--- src/hdl/rgbob_pkg.sv ---
// ----------------------------------------------------------------------------
// rgbob_pkg
// Shared widths, register indexes and item types of the RGBA blender.
// ----------------------------------------------------------------------------
package rgbob_pkg;

   localparam int FIELD_W = 13;
   localparam int NUM_COLORS = 3;
   localparam int FRAC_BITS_DEF = 12;
   localparam int QUEUE_DEPTH_DEF = 4;

   localparam int CSR_INDEX_W = 1;
   localparam int CSR_DATA_W = 1;
   localparam logic [CSR_INDEX_W-1:0] CSR_BLEND_MODE = 1'b0;
   localparam logic [CSR_INDEX_W-1:0] CSR_ALPHA_PRESENT = 1'b1;

   localparam logic MODE_ADD = 1'b0;
   localparam logic MODE_OVER = 1'b1;

   typedef logic [FIELD_W-1:0] field_type;

   localparam field_type FIELD_MAX = '1;

   // One classified pixel. For anything but the over case the result is
   // already complete in res_rgb and res_alpha.
   typedef struct packed {
      logic                           is_over;
      field_type [NUM_COLORS-1:0]     base_rgb;
      field_type                      base_alpha;
      field_type [NUM_COLORS-1:0]     top_rgb;
      field_type                      top_alpha;
      field_type [NUM_COLORS-1:0]     res_rgb;
      field_type                      res_alpha;
   } item_type;

   // What travels beside the divider lanes.
   typedef struct packed {
      logic                           is_over;
      field_type [NUM_COLORS-1:0]     res_rgb;
      field_type                      res_alpha;
   } side_type;

   typedef struct packed {
      logic full;
      logic empty;
   } queue_stat_type;

endpackage

--- src/hdl/rgbob_queue.sv ---
// ----------------------------------------------------------------------------
// rgbob_queue
// Short first-in first-out queue of classified pixels between front and back.
// ----------------------------------------------------------------------------
module rgbob_queue #(
   parameter int DEPTH = rgbob_pkg::QUEUE_DEPTH_DEF
) (
   input  logic                       clock,
   input  logic                       reset,
   input  logic                       push,
   input  rgbob_pkg::item_type        wr_item,
   input  logic                       pop,
   output rgbob_pkg::item_type        rd_item,
   output rgbob_pkg::queue_stat_type  q_stat
);

   localparam int PW = (DEPTH > 1) ? $clog2(DEPTH) : 1;
   localparam int CW = $clog2(DEPTH + 1);

   rgbob_pkg::item_type  mem_ff [DEPTH];
   logic [PW-1:0]        wr_ptr_ff;
   logic [PW-1:0]        wr_ptr_in;
   logic [PW-1:0]        rd_ptr_ff;
   logic [PW-1:0]        rd_ptr_in;
   logic [CW-1:0]        count_ff;
   logic [CW-1:0]        count_in;

   always_comb begin
      wr_ptr_in = wr_ptr_ff;
      rd_ptr_in = rd_ptr_ff;
      if (push) begin
         wr_ptr_in = (wr_ptr_ff == PW'(DEPTH - 1)) ? '0 : wr_ptr_ff + 1'b1;
      end
      if (pop) begin
         rd_ptr_in = (rd_ptr_ff == PW'(DEPTH - 1)) ? '0 : rd_ptr_ff + 1'b1;
      end
      case ({push, pop})
         2'b10:   count_in = count_ff + 1'b1;
         2'b01:   count_in = count_ff - 1'b1;
         default: count_in = count_ff;
      endcase
   end

   always_ff @(posedge clock) begin
      if (reset) begin
         wr_ptr_ff <= '0;
         rd_ptr_ff <= '0;
         count_ff <= '0;
      end else begin
         wr_ptr_ff <= wr_ptr_in;
         rd_ptr_ff <= rd_ptr_in;
         count_ff <= count_in;
      end
   end

   always_ff @(posedge clock) begin
      if (push) begin
         mem_ff[wr_ptr_ff] <= wr_item;
      end
   end

   assign rd_item = mem_ff[rd_ptr_ff];
   assign q_stat.full = (count_ff == CW'(DEPTH));
   assign q_stat.empty = (count_ff == '0);

endmodule

--- config.mk ---
export PLATFORM = sky130hd
export DESIGN_NAME = rgbob_queue
export DESIGN_NICKNAME = d
export VERILOG_FILES = /design/src/hdl/rgbob_pkg.sv /design/src/hdl/rgbob_queue.sv
export SDC_FILE = /design/constraint.sdc
export NUM_CORES = 1
export LEC_CHECK = 0
export BUFFER_PORTS_ARGS = -buffer_cell sky130_fd_sc_hd__clkbuf_2
export CORE_ASPECT_RATIO = 1.4
export CORE_MARGIN = 2
export CORE_UTILIZATION = 57
export DETAILED_ROUTE_END_ITERATION = 10
export GPL_TIMING_DRIVEN = 0
export PLACE_DENSITY_LB_ADDON = 0.25
export SKIP_CTS_REPAIR_TIMING = 1
export SLEW_MARGIN = 40
export SYNTH_ARGS = -nofsm -noshare
export SYNTH_HDL_FRONTEND = slang
export SYNTH_SLANG_ARGS = --single-unit
--- constraint.sdc ---
create_clock -name clock -period 6.6 [get_ports clock]
set_input_delay 0.99 -clock clock [delete_from_list [all_inputs] [get_ports clock]]
set_output_delay 0.99 -clock clock [all_outputs]
set_load 0.01 [all_outputs]
==> results_dict.tcl <==
set metrics [dict create \
    first_pass_iters 4 \
    cp-start-kind "flop" \
    cpMaxStageDelayCell "clkbuf_1" \
    power_density_nw_per_um2 318 \
    dr_wl_met2_mm 22.5 \
    mostFrequentLayoutCells "edfxtp_1, clkbuf_2, mux4_2, clkbuf_16, buf_12" \
    syn_avg_cell_area_um2 26.7 \
    row_count 87 \
    yosys.area.top_type_share 0.812 \
    design_area_um2 27900 \
    cts_root_buf "clkbuf_16" \
    ys_types 22 \
    rsz0062_at_grt "false" \
    ir_drop_mv 0.257 \
    nets 1434 \
    critical_path.top_delay_family "buffers and inverters" \
    syn-num-nets 1036 \
    worstPathArrival_ps 2500 \
    cts.sinks 637 \
    critPathMaxFanout 10 \
    area_delta_synth_final_pct 20.1 \
    grt_max_degree 36 \
    ys_seq_elements 637 \
    final.period_utilization 0.529 \
    die_h_um 243 \
    holdWs_ps 520 \
    synth_area_leaders "edfxtp_1, mux4_2, buf_12" \
    h-tree-depth 2 \
    multi_input_area_um2 3790 \
    critPathBufInv 3 \
    die_w_um 175 \
    io_buffers 319 \
    r2r_end "mem_ff[3][23]" \
    via_count 10507 \
    endpoint_kind "primary output" \
    wl_met1_mm 15.8 \
    yosysWarnings 0 \
    p_leak_uw 0.00952 \
    crit_type "reg -> out" \
    drv_slew 0 \
    fmax_ghz 0.287 \
    n_fill_cell 2502 \
    wl_met3_mm 2.96 \
    finalSetupViolCount 0 \
    final_common_cell "edfxtp_1" \
    drtIter0Drc 603 \
    gp_congestion 0.741 \
    die_area_um2 42400 \
    hpwl_mm 27.9 \
    cts_buffer_depth 3 \
    worstPathRequired_ps 5610 \
    insertion_delay_ps 580 \
    gr-total-overflow 0 \
    clk_pin_slew_ps 60 \
    antenna_found_initial 4 \
    drv_cap 0 \
    whs_path_depth 2 \
    synth_top_cell_by_area "edfxtp_1" \
    regArea_um2 19000 \
    hold_start "count_ff[2]" \
    syn_inst 868 \
    numCtsBuffers 57 \
    cts_tree "done" \
    holdPathEnd "count_ff[2]" \
    hold_path.class "reg -> reg" \
    start_util 0.576 \
    drive_gt1_frac 0.473 \
    yosysSeqAreaShare 0.820 \
    relSlewSlack 0.483 \
    syn_area_um2 23200 \
    io_pins 320 \
    reg2reg_from "wr_ptr_ff[0]" \
    grt_pass1_wl_mm 65.7 \
    place_area_um2 25900 \
    place_ws_ps 3630 \
    wire_per_inst_um 23.2 \
    highest_layer "met5" \
    reg2reg_slack_ps 4450 \
    drtAntennaViolNets 0 \
    fin_skew_ps 12.6 \
    r2r_cells 5 \
    wirelength_mm 42.9 \
    period_minus_slack_ps 3490 \
    utilization 0.692 \
    crit_chain "clkbuf_1 -> buf_2 -> mux4_2 -> clkbuf_2" \
    remaining_drc_errors 0 \
    hold_viol_final 0 \
    slowest_delay_ps 610 \
    grt_pass1_vias 11158 \
    fin_ws_ps 3110 \
    core_um2 40300 \
    status "finished, final reports clean" \
    worstMarginPinSlew_ps 776 \
    viasPerCell 5.68 \
    grt_usage 0.207 \
]
[final cells by class]
| type | count | share of cell area |
|---|---|---|
| buffer | 35 | 0.0134 |
| tap | 534 | 0.0240 |
| clock buffer | 67 | 0.0540 |
| sequential | 637 | 0.683 |
| multi-input combinational | 189 | 0.136 |
| clock inverter | 40 | 0.0175 |
| antenna | 2 | 0.000179 |
| timing repair buffer | 339 | 0.0716 |
| inverter | 7 | 0.000942 |
[cell usage after synthesis]
| library cell | instances |
|---|---|
| mux4_2 | 157 |
| xor2_1 | 2 |
| buf_6 | 5 |
| clkbuf_1 | 1 |
| fa_1 | 1 |
| o21ai_0 | 1 |
| nor2_1 | 7 |
| or3_1 | 1 |
| edfxtp_1 | 628 |
| dfxtp_1 | 9 |
| mux2i_1 | 2 |
| and2_1 | 4 |
| buf_12 | 11 |
| nor3b_1 | 2 |
| ha_1 | 6 |
| buf_1 | 2 |
| buf_4 | 2 |
| inv_1 | 7 |
| buf_2 | 14 |
| a21oi_1 | 4 |
| and3_1 | 1 |
| nor3_1 | 1 |
[metrics by stage]
stage	std cells	TNS, ps	power [uW]
after floorplan	868	0	5180
after global placement	1721	-933870	5500
after detailed placement	1741	0	5510
after CTS	1848	0	8950
after global routing	1850	0	9140
final	1850	0	8860
[cell families (layout without fill, tap and decap cells)]
logic type	after synthesis	in the layout	share of synthesized area
buffers and inverters	42	488	0.0172
AOI/OAI and AO/OA	5	5	0.00108
muxes	159	159	0.153
adders and majority gates	7	7	0.00410
and+or+nand+nor	16	16	0.00361
DFF	637	637	0.820
xor gates and xnor gates	2	2	0.000755
other	0	2	0
[tightest hold or removal path, cell delays in order (launching register included)]
cell and delay, ps:
dfxtp_1 330, o21ai_0 80, a21oi_1 60
[where the power goes]
part           switching, uW  internal [uW]  leakage (uW)  total, uW
combinational            405            353       0.00270        758
clock                   1390           2060      0.000968       3450
sequential              36.0           4610       0.00584       4650
total                   1830           7030       0.00952       8860
[metal layers]
| layer | up-vias | GRT usage |
|---|---|---|
| met5 | - | 0 |
| met4 | 4 | 0.0792 |
| met3 | 87 | 0.0486 |
| met2 | 368 | 0.353 |
| met1 | 5463 | 0.260 |
| li1 | 4585 | - |
[state kept, by name (all words and copies together), names as in the netlist, named ones only]
| register | cells |
|---|---|
| mem_ff | 628 |
| count_ff | 3 |
| rd_ptr_ff | 2 |
| wr_ptr_ff | 2 |
[how the worst max path moves through the flow]
stage	cells after the start	slack, ps	startpoint	to
floorplan	1	1500	push	mem_ff[0][0]
global placement	2	-1560	push	mem_ff[1][72]
detailed placement	4	3630	flop	rd_item[17]
CTS	4	2990	flop	rd_item[50]
global route	4	2960	flop	rd_item[23]
finish	4	3110	flop	rd_item[62]
Power figures use the tool's default switching activity.
