--- src/hdl/rgbob_pkg.sv ---
// ----------------------------------------------------------------------------
// rgbob_pkg
// Shared widths, register indexes and item types of the RGBA blender.
// ----------------------------------------------------------------------------
package rgbob_pkg;

   localparam int FIELD_W = 13;
   localparam int NUM_COLORS = 3;
   localparam int FRAC_BITS_DEF = 12;
   localparam int QUEUE_DEPTH_DEF = 4;

   localparam int CSR_INDEX_W = 1;
   localparam int CSR_DATA_W = 1;
   localparam logic [CSR_INDEX_W-1:0] CSR_BLEND_MODE = 1'b0;
   localparam logic [CSR_INDEX_W-1:0] CSR_ALPHA_PRESENT = 1'b1;

   localparam logic MODE_ADD = 1'b0;
   localparam logic MODE_OVER = 1'b1;

   typedef logic [FIELD_W-1:0] field_type;

   localparam field_type FIELD_MAX = '1;

   // One classified pixel. For anything but the over case the result is
   // already complete in res_rgb and res_alpha.
   typedef struct packed {
      logic                           is_over;
      field_type [NUM_COLORS-1:0]     base_rgb;
      field_type                      base_alpha;
      field_type [NUM_COLORS-1:0]     top_rgb;
      field_type                      top_alpha;
      field_type [NUM_COLORS-1:0]     res_rgb;
      field_type                      res_alpha;
   } item_type;

   // What travels beside the divider lanes.
   typedef struct packed {
      logic                           is_over;
      field_type [NUM_COLORS-1:0]     res_rgb;
      field_type                      res_alpha;
   } side_type;

   typedef struct packed {
      logic full;
      logic empty;
   } queue_stat_type;

endpackage

--- src/hdl/rgbob_ifs.sv ---
// ----------------------------------------------------------------------------
// rgbob_ifs
// Valid/ready channels for the pixel pair going in and the blended pixel out.
// ----------------------------------------------------------------------------
interface rgbob_req_if;
   logic                valid;
   logic                ready;
   rgbob_pkg::field_type base_red;
   rgbob_pkg::field_type base_green;
   rgbob_pkg::field_type base_blue;
   rgbob_pkg::field_type base_alpha;
   rgbob_pkg::field_type top_red;
   rgbob_pkg::field_type top_green;
   rgbob_pkg::field_type top_blue;
   rgbob_pkg::field_type top_alpha;

   modport source (
      output valid, base_red, base_green, base_blue, base_alpha,
      output top_red, top_green, top_blue, top_alpha,
      input  ready
   );
   modport sink (
      input  valid, base_red, base_green, base_blue, base_alpha,
      input  top_red, top_green, top_blue, top_alpha,
      output ready
   );
endinterface


--- src/hdl/rgbob_front.sv ---
// ----------------------------------------------------------------------------
// rgbob_front
// Accepts a pixel pair, resolves the effective alphas and sorts the pair into
// the add, top, base or over case. All cases but over are finished here.
// ----------------------------------------------------------------------------
module rgbob_front #(
   parameter int FRAC_BITS = rgbob_pkg::FRAC_BITS_DEF
) (
   input  logic                       clock,
   input  logic                       reset,
   input  logic                       blend_mode,
   input  logic                       alpha_present,
   rgbob_req_if.sink                  req_chan,
   input  rgbob_pkg::queue_stat_type  q_stat,
   output logic                       push,
   output rgbob_pkg::item_type        item
);

   localparam int FW = rgbob_pkg::FIELD_W;
   localparam int NC = rgbob_pkg::NUM_COLORS;
   localparam int AW = (FRAC_BITS + 1 > FW) ? FRAC_BITS + 1 : FW;
   localparam logic [AW-1:0] UNIT = AW'(1) << FRAC_BITS;

   logic [AW-1:0]                    ba_eff;
   logic [AW-1:0]                    ta_eff;
   logic [AW:0]                      alpha_sum;
   logic [AW:0]                      alpha_clamp;
   logic [FW:0]                      color_sum;
   rgbob_pkg::field_type [NC-1:0]    bc;
   rgbob_pkg::field_type [NC-1:0]    tc;
   rgbob_pkg::item_type              item_in;
   rgbob_pkg::item_type              item_ff;
   logic                             valid_in;
   logic                             valid_ff;
   logic                             take;

   always_comb begin
      bc[0] = req_chan.base_red;
      bc[1] = req_chan.base_green;
      bc[2] = req_chan.base_blue;
      tc[0] = req_chan.top_red;
      tc[1] = req_chan.top_green;
      tc[2] = req_chan.top_blue;
      ba_eff = alpha_present ? AW'(req_chan.base_alpha) : UNIT;
      ta_eff = alpha_present ? AW'(req_chan.top_alpha) : UNIT;

      alpha_sum = {1'b0, ba_eff} + {1'b0, ta_eff};
      alpha_clamp = (alpha_sum > {1'b0, UNIT}) ? {1'b0, UNIT} : alpha_sum;
      color_sum = '0;

      item_in.is_over = 1'b0;
      item_in.base_rgb = bc;
      item_in.base_alpha = req_chan.base_alpha;
      item_in.top_rgb = tc;
      item_in.top_alpha = req_chan.top_alpha;
      item_in.res_rgb = bc;
      item_in.res_alpha = ba_eff[FW-1:0];

      if (blend_mode == rgbob_pkg::MODE_ADD) begin
         for (int i = 0; i < NC; i++) begin
            color_sum = {1'b0, bc[i]} + {1'b0, tc[i]};
            item_in.res_rgb[i] = color_sum[FW] ? rgbob_pkg::FIELD_MAX : color_sum[FW-1:0];
         end
         item_in.res_alpha = alpha_clamp[FW-1:0];
      end else if (ta_eff >= UNIT || ba_eff == '0) begin
         item_in.res_rgb = tc;
         item_in.res_alpha = ta_eff[FW-1:0];
      end else if (ta_eff == '0) begin
         item_in.res_rgb = bc;
         item_in.res_alpha = ba_eff[FW-1:0];
      end else begin
         // A partial top can only happen with alpha present, so the raw
         // alpha fields are the effective ones from here on.
         item_in.is_over = 1'b1;
      end
   end

   assign req_chan.ready = !valid_ff || !q_stat.full;
   assign take = req_chan.valid && req_chan.ready;
   assign push = valid_ff && !q_stat.full;

   always_comb begin
      valid_in = valid_ff;
      if (take) begin
         valid_in = 1'b1;
      end else if (push) begin
         valid_in = 1'b0;
      end
   end

   always_ff @(posedge clock) begin
      if (reset) begin
         valid_ff <= 1'b0;
      end else begin
         valid_ff <= valid_in;
      end
   end

   always_ff @(posedge clock) begin
      if (take) begin
         item_ff <= item_in;
      end
   end

   assign item = item_ff;

endmodule

--- src/flat_wrapper.sv ---
// flat-port wrapper written by rule: the top's interface ports become plain ports
module rgbob_front_flat 
#(
   parameter int FRAC_BITS = rgbob_pkg::FRAC_BITS_DEF
)
  (clock, reset, blend_mode, alpha_present, q_stat, push, item, req_chan_valid, req_chan_base_red, req_chan_base_green, req_chan_base_blue, req_chan_base_alpha, req_chan_top_red, req_chan_top_green, req_chan_top_blue, req_chan_top_alpha, req_chan_ready);
  rgbob_req_if req_chan_i ();
  input  logic clock;
  input  logic reset;
  input  logic blend_mode;
  input  logic alpha_present;
  input  rgbob_pkg::queue_stat_type q_stat;
  output logic push;
  output rgbob_pkg::item_type item;
  input wire logic [$bits(req_chan_i.valid)-1:0] req_chan_valid;
  input wire logic [$bits(req_chan_i.base_red)-1:0] req_chan_base_red;
  input wire logic [$bits(req_chan_i.base_green)-1:0] req_chan_base_green;
  input wire logic [$bits(req_chan_i.base_blue)-1:0] req_chan_base_blue;
  input wire logic [$bits(req_chan_i.base_alpha)-1:0] req_chan_base_alpha;
  input wire logic [$bits(req_chan_i.top_red)-1:0] req_chan_top_red;
  input wire logic [$bits(req_chan_i.top_green)-1:0] req_chan_top_green;
  input wire logic [$bits(req_chan_i.top_blue)-1:0] req_chan_top_blue;
  input wire logic [$bits(req_chan_i.top_alpha)-1:0] req_chan_top_alpha;
  output wire logic [$bits(req_chan_i.ready)-1:0] req_chan_ready;
  assign req_chan_i.valid = req_chan_valid;
  assign req_chan_i.base_red = req_chan_base_red;
  assign req_chan_i.base_green = req_chan_base_green;
  assign req_chan_i.base_blue = req_chan_base_blue;
  assign req_chan_i.base_alpha = req_chan_base_alpha;
  assign req_chan_i.top_red = req_chan_top_red;
  assign req_chan_i.top_green = req_chan_top_green;
  assign req_chan_i.top_blue = req_chan_top_blue;
  assign req_chan_i.top_alpha = req_chan_top_alpha;
  assign req_chan_ready = req_chan_i.ready;
  rgbob_front #(.FRAC_BITS(FRAC_BITS)) u_core (.clock(clock), .reset(reset), .blend_mode(blend_mode), .alpha_present(alpha_present), .req_chan(req_chan_i), .q_stat(q_stat), .push(push), .item(item));
endmodule
--- config.mk ---
export PLATFORM = sky130hd
export DESIGN_NAME = rgbob_front_flat
export DESIGN_NICKNAME = d
export VERILOG_FILES = /design/src/hdl/rgbob_pkg.sv /design/src/hdl/rgbob_ifs.sv /design/src/hdl/rgbob_front.sv /design/src/flat_wrapper.sv
export SDC_FILE = /design/constraint.sdc
export NUM_CORES = 1
export LEC_CHECK = 0
export BUFFER_PORTS_ARGS = -buffer_cell sky130_fd_sc_hd__buf_4
export CORE_ASPECT_RATIO = 2
export CORE_MARGIN = 5
export CORE_UTILIZATION = 30
export DETAILED_ROUTE_END_ITERATION = 10
export PLACE_DENSITY_LB_ADDON = 0.12
export SLEW_MARGIN = 20
export SYNTH_ARGS = -nofsm -noshare
export SYNTH_HDL_FRONTEND = slang
export SYNTH_SLANG_ARGS = --single-unit
--- constraint.sdc ---
create_clock -name clock -period 12.85 [get_ports clock]
set_input_delay 0.6425 -clock clock [delete_from_list [all_inputs] [get_ports clock]]
set_output_delay 0.6425 -clock clock [all_outputs]
set_load 0.02 [all_outputs]
==> implementation parameters <==
Parameter                              Value

Final layout
  Total Nets Final    1128
  Most frequent cells in the layout    sky130_fd_sc_hd__buf_4, sky130_fd_sc_hd__edfxtp_1, sky130_fd_sc_hd__nand2_1
  Share of the core filled with cells    41.4%
  Number of diodes added for antenna fixing    0
  Share of post-route cells with drive strength above 1    32.9%
  Cell area after layout    0.0114 sq mm
  Non-Filler Instances    1326
  Layout Area Growth over Synthesis    36.1%
  Most common cell after layout, fill and taps aside    sky130_fd_sc_hd__buf_4

Placed design
  Pre-CTS setup slack    9.20 ns
  Port Buffers    268
  Detailed placement HPWL    19.9 mm
  Cell Count Post-Placement    1294
  RePlAce Congestion    0.790
  Placed Instance Area    0.0108 sq mm

Clock tree
  Num Clock Sinks    158
  CTS tree    yes
  Maximum buffer depth of the clock tree    2
  Buffers inserted by post-CTS timing repair    0
  Number of levels in the clock H-tree    4
  Post-cts gate resize count    0
  Later-pin clock latency in the skew report    0.45 ns
  Num CTS Buffers    17
  CTS Root Cell    sky130_fd_sc_hd__clkbuf_16
  CTS hold repair buffers    0
  Clock-pin slew on the worst setup and hold paths    0.07 ns

Worst setup path
  WS Path Type    in -> reg
  Critical path, cell by cell    buf_4 -> and2_1 -> ha_1 -> inv_1 -> fa_1 -> nor2b_1 -> o31a_1 -> o22ai_2 -> o21ai_1 -> nor4_1 -> a31oi_1 -> buf_4 -> o22ai_1
  Maximum single-stage delay on the critical path    0.47 ns
  Minimum setup slack among reg-to-reg paths    10.36 ns
  CP Capture Type    flop
  Crit path DAT    3.32 ns
  Top delay family on crit path    compound AO/OA/AOI/OAI gates
  Data required time at the worst endpoint    12.99 ns
  Buffers & Inverters on Critical Path    3
  Cell seen most often among critical-path stages    sky130_fd_sc_hd__buf_4
  Critical path fanouts, max    26
  Kind of start point of the critical path    input pin
  Highest-delay cell along the critical path    sky130_fd_sc_hd__fa_1

Global routing
  GRT Resource Usage Total    16.5%
  Global-route wire length before repair    39.2 mm
  Maximum number of pins on one net before global-route repair    92
  Number of global-route vias before repair    6938
  Antenna violations before repair    0
  Overall overflow remaining after global route    0

Yosys
  Average cell area after synthesis    12.2 sq um
  Share of Yosys cell area claimed by the top area cell type    56.0%
  Cells taking the most area after synthesis    sky130_fd_sc_hd__edfxtp_1, sky130_fd_sc_hd__ha_1, sky130_fd_sc_hd__nand2_1
  Register area share after synthesis    56.3%
  Dominant synthesized flop cell    sky130_fd_sc_hd__edfxtp_1
  Top cell type by total area after synthesis    sky130_fd_sc_hd__edfxtp_1
  Count of yosys warnings during synthesis    0
  Summed instance area of the synthesized netlist    0.00841 sq mm
  Post-synthesis net count    858
  Number of enable flip-flop cells after synthesis    157
  Post-Syn Instances    691
  Proportion of synthesized flip-flops having asynchronous set or reset    0%
  Count of different cell masters after synthesis    58
  Number of synthesized register bits    158

Detailed routing
  Pre-Repair DR Iteration Count    4
  Violation count after the first detailed-route iteration    238
  Final ANT Viol Nets    0
  Residual DRC    0
  WL/cell    19.9 microns
  Vias after detailed routing    6559
  Average via count per standard cell    4.95
  Final WL    26.3 mm

Timing
  Worst slew slack as a fraction of its limit    31.1%
  Final critical-path share of the clock period    24.8%
  Largest clock skew in the final design    0.00867 ns
  Fmax    314 MHz
  Minimum clock period after layout    3.19 ns
  Final hold viol count    0
  Final total negative setup slack    0 ns
  Worst-case hold slack    0.338 ns
  Max-slew violation count    0
  Unrepaired setup endpoints after global routing    no
  Worst setup slack after layout    9.66 ns
  Final-report setup violation count    0
  Transition time at the pin with the least slew margin    1.03 ns

Run status
  Run status    complete, no violations

Floorplan
  Total core area    0.0277 sq mm
  Initial standard-cell utilization of the core    30.4%
  Floorplan die width    128 microns
  Area enclosed by the die boundary    0.0317 sq mm
  Die height    247 microns
  Ports    270
  Std cell rows    86

Power
  Power density over the cells    130 mW/mm^2
  Post-route total power    1.49 mW
  Peak VDD IR    0.0000724 V
  Leakage power summed over all cells    4.78 nW

Worst hold path
  Worst hold-check path type    in -> reg

Flow run
  Max-capacitance violation count    0
where the power goes:
group	switching (mW)	internal, mW
Combinational	0.183	0.132
Sequential	0.00885	0.612
Clock	0.224	0.328
synth_stat cells, types with 3 or more instances:
cell type / number
sky130_fd_sc_hd__o21ai_0: 19
sky130_fd_sc_hd__nand2_1: 81
sky130_fd_sc_hd__inv_1: 25
sky130_fd_sc_hd__nor2b_1: 6
sky130_fd_sc_hd__xor2_1: 11
sky130_fd_sc_hd__and3_1: 10
sky130_fd_sc_hd__ha_1: 52
sky130_fd_sc_hd__a31oi_1: 10
sky130_fd_sc_hd__clkbuf_1: 13
sky130_fd_sc_hd__nor4_1: 6
sky130_fd_sc_hd__o211ai_1: 9
sky130_fd_sc_hd__nand3_1: 6
sky130_fd_sc_hd__buf_2: 5
sky130_fd_sc_hd__a22oi_1: 4
sky130_fd_sc_hd__o21bai_1: 3
sky130_fd_sc_hd__mux2i_1: 15
sky130_fd_sc_hd__a21oi_1: 33
sky130_fd_sc_hd__edfxtp_1: 157
sky130_fd_sc_hd__a21o_1: 16
sky130_fd_sc_hd__o22ai_1: 12
sky130_fd_sc_hd__and2_1: 25
sky130_fd_sc_hd__o31a_1: 3
sky130_fd_sc_hd__a41oi_1: 4
sky130_fd_sc_hd__fa_1: 4
sky130_fd_sc_hd__nor3_1: 14
sky130_fd_sc_hd__nor2_1: 29
sky130_fd_sc_hd__o21a_1: 16
sky130_fd_sc_hd__nand2b_1: 13
sky130_fd_sc_hd__xnor2_1: 18
sky130_fd_sc_hd__a32oi_1: 28
sky130_fd_sc_hd__o21ai_1: 3
sky130_fd_sc_hd__a211oi_1: 4
cell families after synthesis:
logic type	count (synthesis)	share of synthesized area, %
compound gates	187	16.3
xor+xnor	29	3.02
fa+ha+maj	56	8.69
buf+inv	47	2.44
flops	158	56.3
mux	15	1.78
simple gates	199	11.5
final cells by class:
cell class,instances,area [sq um]
clock buffer,17,425
clock inverter,15,209
fill,2704,16200
inverter,25,93.8
multi-input combinational,486,3490
sequential,158,4730
tap,352,440
timing repair buffer,273,2050
worst register-to-register path: stages (launching register included):
cell and delay (ns):
sky130_fd_sc_hd__dfxtp_1 0.32, sky130_fd_sc_hd__nand2_1 0.08, sky130_fd_sc_hd__and2_4 0.14, sky130_fd_sc_hd__buf_6 0.58, sky130_fd_sc_hd__buf_4 0.93
metal layers:
layer	vias to the layer above	share of wire, %	track usage (%)
met1	3157	33	15.4
met4	0	3.5	8.09
met3	37	5.4	4.17
met5	-	0	0
li1	3199	-	-
met2	166	58	32.2
worst paths after layout:
kind                   start               to  cells after the start
max            alpha_present   u_core.item[9]                     13
min                    reset  u_core.valid_ff                      2
max reg2reg  u_core.valid_ff  u_core.item[44]                      4
min reg2reg  u_core.valid_ff  u_core.valid_ff                      2
flip-flops by register name (all words and copies together) (netlist names):
signal / cells
u_core.item: 157
u_core.valid_ff: 1
(Power assumes the default switching activity.)
